<file path="src/rtl/xsx_pkg.sv">
`timescale 1ns / 1ps
`default_nettype none
package xsx_pkg;

  // framing, identity and mode bytes
  localparam logic [7:0] SOX_BYTE      = 8'hF0;
  localparam logic [7:0] EOX_BYTE      = 8'hF7;
  localparam logic [7:0] MAKER_ID      = 8'h43;
  localparam logic [7:0] MODEL_ID_A    = 8'h4C;
  localparam logic [7:0] MODEL_ID_B    = 8'h4B;
  localparam logic [7:0] MODE_MASK     = 8'h70;
  localparam logic [7:0] MODE_NIB_BULK = 8'h00;
  localparam logic [7:0] MODE_NIB_PARM = 8'h10;

  localparam logic [13:0] MAX_PAYLOAD_BYTES = 14'd16383;
  localparam logic [14:0] POS_MAX           = 15'h7FFF;

  // verdict status codes
  localparam logic [2:0] ST_OK       = 3'd0;
  localparam logic [2:0] ST_FRAMING  = 3'd1;
  localparam logic [2:0] ST_MAKER    = 3'd2;
  localparam logic [2:0] ST_MODEL    = 3'd3;
  localparam logic [2:0] ST_CHECKSUM = 3'd4;
  localparam logic [2:0] ST_LENGTH   = 3'd5;

  // result kinds
  localparam logic KIND_PAYLOAD = 1'b0;
  localparam logic KIND_VERDICT = 1'b1;

  typedef struct packed {
    logic [7:0] data_byte;
    logic       end_of_message;
  } xsx_in_t;

  typedef struct packed {
    logic        result_kind;
    logic [6:0]  payload_byte;
    logic [13:0] payload_offset;
    logic        accepted;
    logic [2:0]  status_code;
    logic        is_bulk_dump;
    logic [6:0]  address_high;
    logic [6:0]  address_mid;
    logic [6:0]  address_low;
    logic [13:0] payload_count;
  } xsx_out_t;

endpackage
`default_nettype wire

</file>
<file path="src/rtl/xsx_front.sv">
`timescale 1ns / 1ps
`default_nettype none
module xsx_front (
  input  wire logic             clk,
  input  wire logic             rst,
  input  wire logic             in_valid,
  output logic                  in_stall,
  input  wire xsx_pkg::xsx_in_t in_data,
  input  wire logic             queue_full,
  output logic                  push,
  output xsx_pkg::xsx_out_t     push_data
);
  import xsx_pkg::*;

  localparam logic [1:0] MODE_NONE  = 2'd0;
  localparam logic [1:0] MODE_BULK  = 2'd1;
  localparam logic [1:0] MODE_PARAM = 2'd2;
  localparam logic [1:0] MODE_REJ   = 2'd3;

  logic [14:0] pos, pos_next;
  logic [1:0]  mode, mode_next;
  logic [2:0]  err, err_next;
  logic [13:0] bulk_size, bulk_size_next;
  logic [6:0]  sum, sum_next;
  logic [6:0]  key_high, key_high_next;
  logic [6:0]  key_mid, key_mid_next;
  logic [6:0]  key_low, key_low_next;
  logic [7:0]  held_byte, held_byte_next;
  logic        held_valid, held_valid_next;
  logic [13:0] count, count_next;

  logic        accept;
  logic [7:0]  b;
  logic [6:0]  b7;
  logic [14:0] bulk_p9;
  logic [14:0] bulk_p10;
  logic [6:0]  chk_expect;
  logic [2:0]  st;
  logic        emit_req;
  logic [14:0] emit_off;

  assign in_stall   = queue_full;
  assign accept     = in_valid && !queue_full;
  assign b          = in_data.data_byte;
  assign b7         = in_data.data_byte[6:0];
  assign bulk_p9    = {1'b0, bulk_size} + 15'd9;
  assign bulk_p10   = {1'b0, bulk_size} + 15'd10;
  assign chk_expect = 7'(7'd0 - sum);

  always_comb begin
    pos_next        = pos;
    mode_next       = mode;
    err_next        = err;
    bulk_size_next  = bulk_size;
    sum_next        = sum;
    key_high_next   = key_high;
    key_mid_next    = key_mid;
    key_low_next    = key_low;
    held_byte_next  = held_byte;
    held_valid_next = held_valid;
    count_next      = count;
    push            = 1'b0;
    emit_req        = 1'b0;
    emit_off        = '0;
    st              = ST_OK;

    push_data                = '0;
    push_data.is_bulk_dump   = (mode == MODE_BULK);
    push_data.address_high   = key_high;
    push_data.address_mid    = key_mid;
    push_data.address_low    = key_low;

    if (accept) begin
      if (in_data.end_of_message) begin
        if (pos == 15'd0 || b != EOX_BYTE) begin
          st = ST_FRAMING;
        end else if (err != ST_OK) begin
          st = err;
        end else if (mode == MODE_PARAM) begin
          st = (pos < 15'd7) ? ST_LENGTH : ST_OK;
        end else if (mode == MODE_BULK) begin
          if (pos != bulk_p10 || !held_valid) begin
            st = ST_LENGTH;
          end else if (held_byte != {1'b0, chk_expect}) begin
            st = ST_CHECKSUM;
          end else begin
            st = ST_OK;
          end
        end else begin
          st = ST_LENGTH;
        end
        push                    = 1'b1;
        push_data.result_kind   = KIND_VERDICT;
        push_data.accepted      = (st == ST_OK);
        push_data.status_code   = st;
        push_data.payload_count = count;
        // rearm for the next message
        pos_next        = '0;
        mode_next       = MODE_NONE;
        err_next        = ST_OK;
        bulk_size_next  = '0;
        sum_next        = '0;
        key_high_next   = '0;
        key_mid_next    = '0;
        key_low_next    = '0;
        held_byte_next  = '0;
        held_valid_next = 1'b0;
        count_next      = '0;
      end else begin
        case (pos)
          15'd0: begin
            if (b != SOX_BYTE && err == ST_OK) err_next = ST_FRAMING;
          end
          15'd1: begin
            if (b != MAKER_ID && err == ST_OK) err_next = ST_MAKER;
          end
          15'd2: begin
            if ((b & MODE_MASK) == MODE_NIB_BULK) begin
              mode_next = MODE_BULK;
            end else if ((b & MODE_MASK) == MODE_NIB_PARM) begin
              mode_next = MODE_PARAM;
            end else begin
              mode_next = MODE_REJ;
              if (err == ST_OK) err_next = ST_MODEL;
            end
          end
          15'd3: begin
            if (b != MODEL_ID_A && b != MODEL_ID_B && err == ST_OK) err_next = ST_MODEL;
          end
          default: begin
            if (mode == MODE_BULK) begin
              if (pos < 15'd9) begin
                sum_next = sum + b7;
                case (pos)
                  15'd4:   bulk_size_next = {b7, 7'd0};
                  15'd5:   bulk_size_next = {bulk_size[13:7], b7};
                  15'd6:   key_high_next  = b7;
                  15'd7:   key_mid_next   = b7;
                  default: key_low_next   = b7;
                endcase
              end else if (pos < bulk_p9) begin
                sum_next = sum + b7;
                emit_req = 1'b1;
                emit_off = pos - 15'd9;
              end else if (pos == bulk_p9) begin
                held_byte_next  = b;
                held_valid_next = 1'b1;
              end else begin
                if (err == ST_OK) err_next = ST_LENGTH;
              end
            end else if (mode == MODE_PARAM) begin
              case (pos)
                15'd4: key_high_next = b7;
                15'd5: key_mid_next  = b7;
                15'd6: key_low_next  = b7;
                default: begin
                  emit_req = 1'b1;
                  emit_off = pos - 15'd7;
                end
              endcase
            end
          end
        endcase

        // payload beats stop once any error is on record
        if (emit_req && err == ST_OK) begin
          if (count >= MAX_PAYLOAD_BYTES) begin
            err_next = ST_LENGTH;
          end else begin
            push                     = 1'b1;
            push_data.result_kind    = KIND_PAYLOAD;
            push_data.payload_byte   = b7;
            push_data.payload_offset = emit_off[13:0];
            count_next               = count + 14'd1;
          end
        end

        if (pos != POS_MAX) pos_next = pos + 15'd1;
      end
    end
  end

  always_ff @(posedge clk) begin
    if (rst) begin
      pos        <= '0;
      mode       <= MODE_NONE;
      err        <= ST_OK;
      bulk_size  <= '0;
      sum        <= '0;
      key_high   <= '0;
      key_mid    <= '0;
      key_low    <= '0;
      held_byte  <= '0;
      held_valid <= 1'b0;
      count      <= '0;
    end else begin
      pos        <= pos_next;
      mode       <= mode_next;
      err        <= err_next;
      bulk_size  <= bulk_size_next;
      sum        <= sum_next;
      key_high   <= key_high_next;
      key_mid    <= key_mid_next;
      key_low    <= key_low_next;
      held_byte  <= held_byte_next;
      held_valid <= held_valid_next;
      count      <= count_next;
    end
  end

endmodule
`default_nettype wire

</file>
<file path="src/rtl/xsx_queue.sv">
`timescale 1ns / 1ps
`default_nettype none
module xsx_queue (
  input  wire logic              clk,
  input  wire logic              rst,
  input  wire logic              push,
  input  wire xsx_pkg::xsx_out_t push_data,
  output logic                   full,
  output logic                   out_valid,
  input  wire logic              out_stall,
  output xsx_pkg::xsx_out_t      out_data
);
  import xsx_pkg::*;

  xsx_out_t    mem [2];
  logic        wr_ptr, rd_ptr;
  logic [1:0]  fill;
  logic        pop;
  logic        do_push;

  assign full      = (fill == 2'd2);
  assign out_valid = (fill != 2'd0);
  assign out_data  = mem[rd_ptr];
  assign pop       = out_valid && !out_stall;
  assign do_push   = push && !full;

  always_ff @(posedge clk) begin
    if (do_push) mem[wr_ptr] <= push_data;
  end

  always_ff @(posedge clk) begin
    if (rst) begin
      wr_ptr <= 1'b0;
      rd_ptr <= 1'b0;
      fill   <= 2'd0;
    end else begin
      if (do_push) wr_ptr <= !wr_ptr;
      if (pop)     rd_ptr <= !rd_ptr;
      case ({do_push, pop})
        2'b10:   fill <= fill + 2'd1;
        2'b01:   fill <= fill - 2'd1;
        default: fill <= fill;
      endcase
    end
  end

endmodule
`default_nettype wire

</file>
<file path="src/rtl/xg_sysex_message_parser.sv">
`timescale 1ns / 1ps
`default_nettype none
// result path: a result beat is written into the queue register and shows on res_valid from there
// throughput: one byte per cycle while the queue is not full, set by the parser update in the front end
// the two-entry result queue stalls the byte side only when it holds two unread beats
// reset: synchronous, clears the parser state and empties the queue; no clearing pass
module xg_sysex_message_parser (
  input  wire logic             clk,
  input  wire logic             rst,
  input  wire logic             byte_valid,
  output logic                  byte_stall,
  input  wire xsx_pkg::xsx_in_t byte_data,
  output logic                  res_valid,
  input  wire logic             res_stall,
  output xsx_pkg::xsx_out_t     res_data
);
  import xsx_pkg::*;

  // beat from the parser into the queue
  logic     push;
  xsx_out_t push_data;
  logic     queue_full;

  // front end: framing, identity and mode checks, address capture,
  // checksum accumulation, length checks and payload/verdict beat generation
  xsx_front u_front (
    .clk        (clk),
    .rst        (rst),
    .in_valid   (byte_valid),
    .in_stall   (byte_stall),
    .in_data    (byte_data),
    .queue_full (queue_full),
    .push       (push),
    .push_data  (push_data)
  );

  // back end: result queue, holds beats steady while the consumer stalls
  xsx_queue u_queue (
    .clk       (clk),
    .rst       (rst),
    .push      (push),
    .push_data (push_data),
    .full      (queue_full),
    .out_valid (res_valid),
    .out_stall (res_stall),
    .out_data  (res_data)
  );

endmodule
`default_nettype wire
</file>
<file path="config.mk">
export PLATFORM = sky130hd
export DESIGN_NAME = xg_sysex_message_parser
export DESIGN_NICKNAME = d
export VERILOG_FILES = /design/src/rtl/xsx_pkg.sv /design/src/rtl/xsx_front.sv /design/src/rtl/xsx_queue.sv /design/src/rtl/xg_sysex_message_parser.sv
export SDC_FILE = /design/constraint.sdc
export NUM_CORES = 1
export LEC_CHECK = 0
export ABC_AREA = 1
export BUFFER_PORTS_ARGS = -buffer_cell sky130_fd_sc_hd__buf_4
export CAP_MARGIN = 20
export CORE_ASPECT_RATIO = 1.5
export CORE_MARGIN = 4
export CORE_UTILIZATION = 55
export CTS_CLUSTER_SIZE = 25
export DETAILED_ROUTE_END_ITERATION = 16
export HOLD_SLACK_MARGIN = 0.02
export MAX_ROUTING_LAYER = met4
export PLACE_DENSITY = 0.76
export SYNTH_ARGS = -nofsm -noshare
export SYNTH_HDL_FRONTEND = slang
export SYNTH_HIERARCHICAL = 1
export SYNTH_SLANG_ARGS = --single-unit
</file>
<file path="constraint.sdc">
create_clock -name clk -period 5.8 [get_ports clk]
set_input_delay 1.16 -clock clk [delete_from_list [all_inputs] [get_ports clk]]
set_output_delay 1.16 -clock clk [all_outputs]
set_load 0.01 [all_outputs]
</file>
### Word level (Yosys, flattened, before mapping)

Memories as Yosys holds them, arrays and structs flattened. A register that Yosys moved wholly into a read port is not among the register bits.
Cells that the tools add are included.

* logic and storage cells: 215
* output and inout port bits: 64
* bits in writable memories: 124
* register bits after elaboration: 89
* memories kept: 1
* bits of input ports: 13

Memory list
* u_queue.mem: depth 2, width 62, read ports 1, clocked after Yosys merged registers in 1, wr ports 1, line xsx_queue.sv:15 `xsx_out_t mem [2];`

* add/subtract/negate cells: 10
* eq/ne operators: 31
* muxes and demuxes: 106
* $lt $le $gt $ge: 4
* reduce and logical (&&, ||, !) cells: 48

Operators by type and width (number)
* $mux 14: 15
* $mux 7: 25
* $mux 3: 23
* $eq 15x3->1 const B: 4
* $mux 8: 6
* $mux 21: 2
* $add 14x4->15 const B: 2
* $eq 15x2->1 const B: 2
* $mux 15: 2
* $reduce_and 6->1: 5
* $pmux 14 s2: 1
* $mux 26: 1
* $mux 1: 24
* $ne 8x7->1 const B: 3
* $mux 22: 1
* $reduce_bool 3->1: 7
* $reduce_bool 2->1: 9
* $ne 8x8->1 const B: 2
* $add 15x1->15 const B: 1
* $eq 15x1->1 const B: 1
* $eq 15x15->1: 1
* $logic_not 15->1: 1
* $lt 15x15->1: 1
* $lt 15x3->1 const B: 1
* 33 further kinds: 59

### Longest topological paths before layout

* word-level depth: 15
* depth in mapped cells: 28
* depth with buffers taken out: 27

### By module

The synthesis kept the hierarchy.

Modules (own cells, without submodules)
* xsx_front: cells each 1095, instances 1, area an instance 6864.1 µm², seq. area each 1701.6 µm²
* xsx_queue: cells each 234, instances 1, area an instance 5028.6 µm², seq. area each 3823.7 µm²

### Worst setup path after synthesis

OpenSTA, ideal clock, no wires.

* kind: reg-to-reg
* start: register u_front.bulk_size[1]
* end: memory u_queue/mem[0][0] in the netlist's numbering, enable pin
* stages on the path, launching flop included: 19
* path slack: -175 ps
* arrival time: 5493 ps
* required time: 5318 ps
* clock period less this slack: 5975 ps
* path buffers: 1
* library setup time: 482 ps
* path through: dfxtp_1 -> ha_1 -> inv_1 -> o21ai_0 -> nand3_1 -> or2_2 -> ha_1 -> a21oi_1 -> nand2_1 -> a21oi_1 -> nand3_2 -> nand2_2 -> nand4_2 -> nand2_2 -> buf_6 -> inv_1 -> nor2_1 -> inv_1 -> nor2_1

* cells in the longest elaborated chain, start to end: 15

Ends and longest elaborated chain
* from (decl): line xsx_front.sv:23 `logic [13:0] bulk_size, bulk_size_next;`
* from (signal assigned): line xsx_front.sv:200 `bulk_size <= bulk_size_next;`
* $add 14x4->15: line xsx_front.sv:46 `assign bulk_p9 = {1'b0, bulk_size} + 15'd9;`
* $lt 15x15->1: line xsx_front.sv:141 `end else if (pos < bulk_p9) begin`
* $mux 1: line xsx_front.sv:141
* $mux 1: line xsx_front.sv:132 `if (pos < 15'd9) begin`
* $mux 1: line xsx_front.sv:131 `if (mode == MODE_BULK) begin`
* $mux 1: line xsx_front.sv:110 `case (pos)`
* $mux 1: line xsx_front.sv:74 `if (in_data.end_of_message) begin`
* $mux 1: line xsx_front.sv:73 `if (accept) begin`
* $logic_and 1x1->1: line xsx_front.sv:166 `if (emit_req && err == ST_OK) begin`
* $mux 1: line xsx_front.sv:166
* $mux 1: line xsx_front.sv:74
* $mux 1: line xsx_front.sv:73
* net push: line xg_sysex_message_parser.sv:20 `logic push;`
* $logic_and 1x1->1: line xsx_queue.sv:25 `assign do_push = push && !full;`
* $mux 1: line xsx_queue.sv:28 `if (do_push) mem[wr_ptr] <= push_data;`
* $mux 1 (not written as such): line xsx_queue.sv:28
* to (decl): line xsx_queue.sv:15

The timed path passes the listed nets, and every way through them passes these cells. The select of a mux whose other input is x is not followed.

### Final worst setup path

* start: register u_front.bulk_size[1]
* end: memory u_queue/mem[1][45] in the netlist's numbering, enable pin

Same word-level chain as after synthesis.

==> impl_metrics.tcl <==
set metrics [dict create \
    worst_skew_pair.late_latency_ps 500 \
    ys_seq_area_frac 0.4646 \
    tritoncts_clock_tree "yes" \
    grt_start_max_net_pins 62 \
    share_of_post_route_cells_with_drive_strength_above_1 0.1731 \
    max_clock_freq_ghz 0.2266 \
    timing.hold.worst_path_depth 0 \
    place_ws_ps 1425 \
    worstSetupStartpoint "u_front/bulk_size[1]" \
    worst-endpoint-required_ps 5940 \
    floorplan.die.width_um 128.1 \
    global_route.usage.total 0.2419 \
    residual_antenna_violating_net_count_after_detailed_routing 0 \
    grt_antenna_before_repair 0 \
    most_frequent_cell_after_synthesis "sky130_fd_sc_hd__nand2_1" \
    start_kind "flip-flop" \
    status "finished, final reports clean" \
    critical_path_type "reg2reg" \
    final_util 0.6286 \
    remaining_drc_errors 0 \
    final-seq-area_um2 5529 \
    max_stage_delay_ps 460 \
    viasPerCell 5.665 \
    synth_top_area_share 0.3131 \
    yosys_cell_types 51 \
    route.vias.total 9472 \
    buffers_added_on_ports 76 \
    total_length_of_routed_wires_um 28720 \
    max-vdd-ir-drop_v 0.0001572 \
    async_reset_ff_frac 0 \
    post_detail_place_hpwl_um 20790 \
    worst_min_delay_path_class "reg2reg" \
    synth_edf_count 124 \
    wl_cell_um 17.18 \
    postSynthRegisterBits 214 \
    cts-buffers-inserted 20 \
    chip_height_um 188.1 \
    netlist_top_cells_count "sky130_fd_sc_hd__nand2_1 (235), sky130_fd_sc_hd__nor2_1 (185), sky130_fd_sc_hd__inv_1 (134), sky130_fd_sc_hd__edfxtp_1 (124), sky130_fd_sc_hd__a21oi_1 (95)" \
    finalWorstSetupSlack_ps 1388 \
    max-cap-violations 0 \
    synthDominantAreaCellType "sky130_fd_sc_hd__edfxtp_1" \
    setup_viol 0 \
    drt_first_iter_violations 776 \
    global_route_wire_length_before_repair_um 45760 \
    min_from "u_front/key_low[2]" \
    report.final.hold_viol_count 0 \
    cts.hold.buffers_added 0 \
    total_negative_setup_slacks_ps 0 \
    antennaDiodeCount 0 \
    cts_resized 0 \
    dpl-instance-area_um2 12540 \
    synth_flop_cell "sky130_fd_sc_hd__edfxtp_1" \
    power.density_cell_area_nw_per_um2 290.9 \
    boundaryPins 77 \
    critical_path.reg2reg.startpoint "u_front/bulk_size[1]" \
    rsz0062_at_grt "no" \
    maxSlewViolCount 0 \
    cts.path.max_buffers 3 \
    crit_arrival_ps 4550 \
    synth_net_count 1374 \
    htree_levels 1 \
    cts_setup_buffers 0 \
    post_synth_instance_area_um2 11890 \
    dieArea_um2 24090 \
    avgSynthCellArea_um2 8.949 \
    clockRootBuffer "sky130_fd_sc_hd__clkbuf_16" \
    initial_core_util 0.5624 \
    core_area_um2 21150 \
    finalClockSkew_ps 18.89 \
    drt_first_pass_iters 5 \
    end_kind "flip-flop" \
    min_period_ps 4412 \
    finalWeightedCongestion 1.008 \
    remaining_max_slew_budget_at_the_tightest_pin 0.4621 \
    clock_sink_count 214 \
    finalNetCount 1435 \
    synth.area.top_cells "sky130_fd_sc_hd__edfxtp_1 (31%), sky130_fd_sc_hd__dfxtp_1 (15%), sky130_fd_sc_hd__mux2_4 (7.6%)" \
    grt_pass1_vias 9114 \
    netlist_instances 1329 \
    crit_fanout 33 \
    areaGrowthSynthToFinish_pct 11.76 \
    tightest_slew_ps 798.4 \
    total_non_filler_cell_area_in_the_finished_layout_um2 13290 \
    leakagePower_nw 5.559 \
    globalRouteOverflowTotal 0 \
    fp-row-count 65 \
    final_min_period_over_clock_period 0.7607 \
    worstPathCellList "ha_1 > inv_1 > o21ai_0 > nand3_1 > or2_2 > ha_1 > a21oi_1 > nand2_1 > a21oi_1 > nand3_2 > nand2_2 > nand4_2 > buf_4 > nand2_2 > inv_1 > nor2_1 > nand2_1 > inv_2 > buf_4" \
    layout.filler_cells 1759 \
    multi_input_combinational_cell_area_um2 5479 \
    ys_warn_count 6 \
    worst_path_max_delay_cell "sky130_fd_sc_hd__dfxtp_1" \
    clk_pin_slew_ps 60 \
    worstRegToRegCells 19 \
]
sequential cells by signal, indices dropped and copies added, names as in the netlist, named ones only:
signal	flops
u_queue/mem	124
u_queue/fill	2
u_queue/rd_ptr	1
u_front/mode	2
u_front/key_high	7
u_front/bulk_size	14
u_front/pos	15
u_front/key_mid	7
u_front/held_valid	1
u_front/held_byte	8
u_front/key_low	7
u_front/count	14
u_front/sum	7
u_queue/wr_ptr	1
u_front/err	3
stage by stage:
| step | std cells | power [mW] | hold WS [ps] |
|---|---|---|---|
| 2_1_floorplan | 1329 | 2.240 | 425.6 |
| 6_report | 1672 | 3.867 | 460.2 |
| 3_3_place_gp | 1636 | 2.431 | 433.7 |
| 5_1_grt | 1672 | 4.019 | 479.4 |
| 4_1_cts | 1672 | 3.895 | 460.5 |
| 3_5_place_dp | 1636 | 2.442 | 445.2 |
cell families after synthesis:
| group | Yosys count | share of synthesized area |
|---|---|---|
| adder cells (fa/ha/maj) | 32 | 0.03430 |
| buffers and inverters | 193 | 0.07533 |
| flip-flops | 214 | 0.4646 |
| AO/OA/AOI/OAI | 179 | 0.07891 |
| AND/OR/NAND/NOR | 595 | 0.2295 |
| XOR/XNOR | 54 | 0.03977 |
| multiplexers | 62 | 0.07764 |
path summary, 6_finish.rpt:
check | endpoint | slack, ps
min | u_queue/mem[1][16] | 460
min reg2reg | u_queue/mem[1][16] | 460
max | u_queue/mem[1][45] | 1390
max reg2reg | u_queue/mem[1][45] | 1390
placed cells by master, fill, tap and decap left out, types with 4 or more instances in the layout:
cell type	Yosys	final
sky130_fd_sc_hd__nand2_1	235	235
sky130_fd_sc_hd__nor2_1	185	184
sky130_fd_sc_hd__inv_1	134	133
sky130_fd_sc_hd__edfxtp_1	124	124
sky130_fd_sc_hd__a21oi_1	95	95
sky130_fd_sc_hd__dfxtp_1	90	89
sky130_fd_sc_hd__buf_4	6	82
sky130_fd_sc_hd__nand3_1	75	75
sky130_fd_sc_hd__mux2_4	60	60
sky130_fd_sc_hd__xor2_1	44	44
sky130_fd_sc_hd__o21ai_0	37	37
sky130_fd_sc_hd__ha_1	31	31
sky130_fd_sc_hd__o21ai_1	30	30
sky130_fd_sc_hd__nor3_1	24	24
sky130_fd_sc_hd__clkbuf_16	0	21
sky130_fd_sc_hd__nand4_1	21	21
sky130_fd_sc_hd__inv_2	12	13
sky130_fd_sc_hd__xnor2_1	10	10
sky130_fd_sc_hd__nor2_2	8	8
sky130_fd_sc_hd__nand3_2	8	8
sky130_fd_sc_hd__nand2_2	7	7
sky130_fd_sc_hd__nand2_4	6	6
sky130_fd_sc_hd__nor2_4	4	5
sky130_fd_sc_hd__a22oi_1	5	5
sky130_fd_sc_hd__clkbuf_8	0	4
sky130_fd_sc_hd__bufinv_16	0	4
layer usage:
metal | wire [um] | part of all wire | global-route usage | vias to the layer above
met4 | 1367 | 0.048 | 0.1062 | 0
met5 | 0 | 0 | - | -
met1 | 10730 | 0.37 | 0.2688 | 4428
met2 | 15060 | 0.52 | 0.4340 | 388
met3 | 1570 | 0.055 | 0.02394 | 104
li1 | - | - | - | 4552
power breakdown:
group          internal (mW)  switching (mW)  total, mW  leakage, nW
combinational          0.306           0.358      0.664         3.26
clock                  0.896           0.562       1.46        0.368
sequential              1.68          0.0632       1.74         1.93
worst max-delay path, delay by kind of cell, from the launching register on:
kind | cells | cell delay (ps)
AND/OR/NAND/NOR | 9 | 1440
adder cells (fa/ha/maj) | 2 | 580
buffers and inverters | 5 | 800
flip-flops | 1 | 460
AO/OA/AOI/OAI | 3 | 770
layout make-up:
type | count | area share
clock buffer | 26 | 0.04396
tap | 268 | 0.02523
clock inverter | 10 | 0.01252
timing repair buffer | 83 | 0.04782
sequential | 214 | 0.4160
multi-input combinational | 922 | 0.4122
inverter | 149 | 0.04227
(Power assumes the default switching activity.)
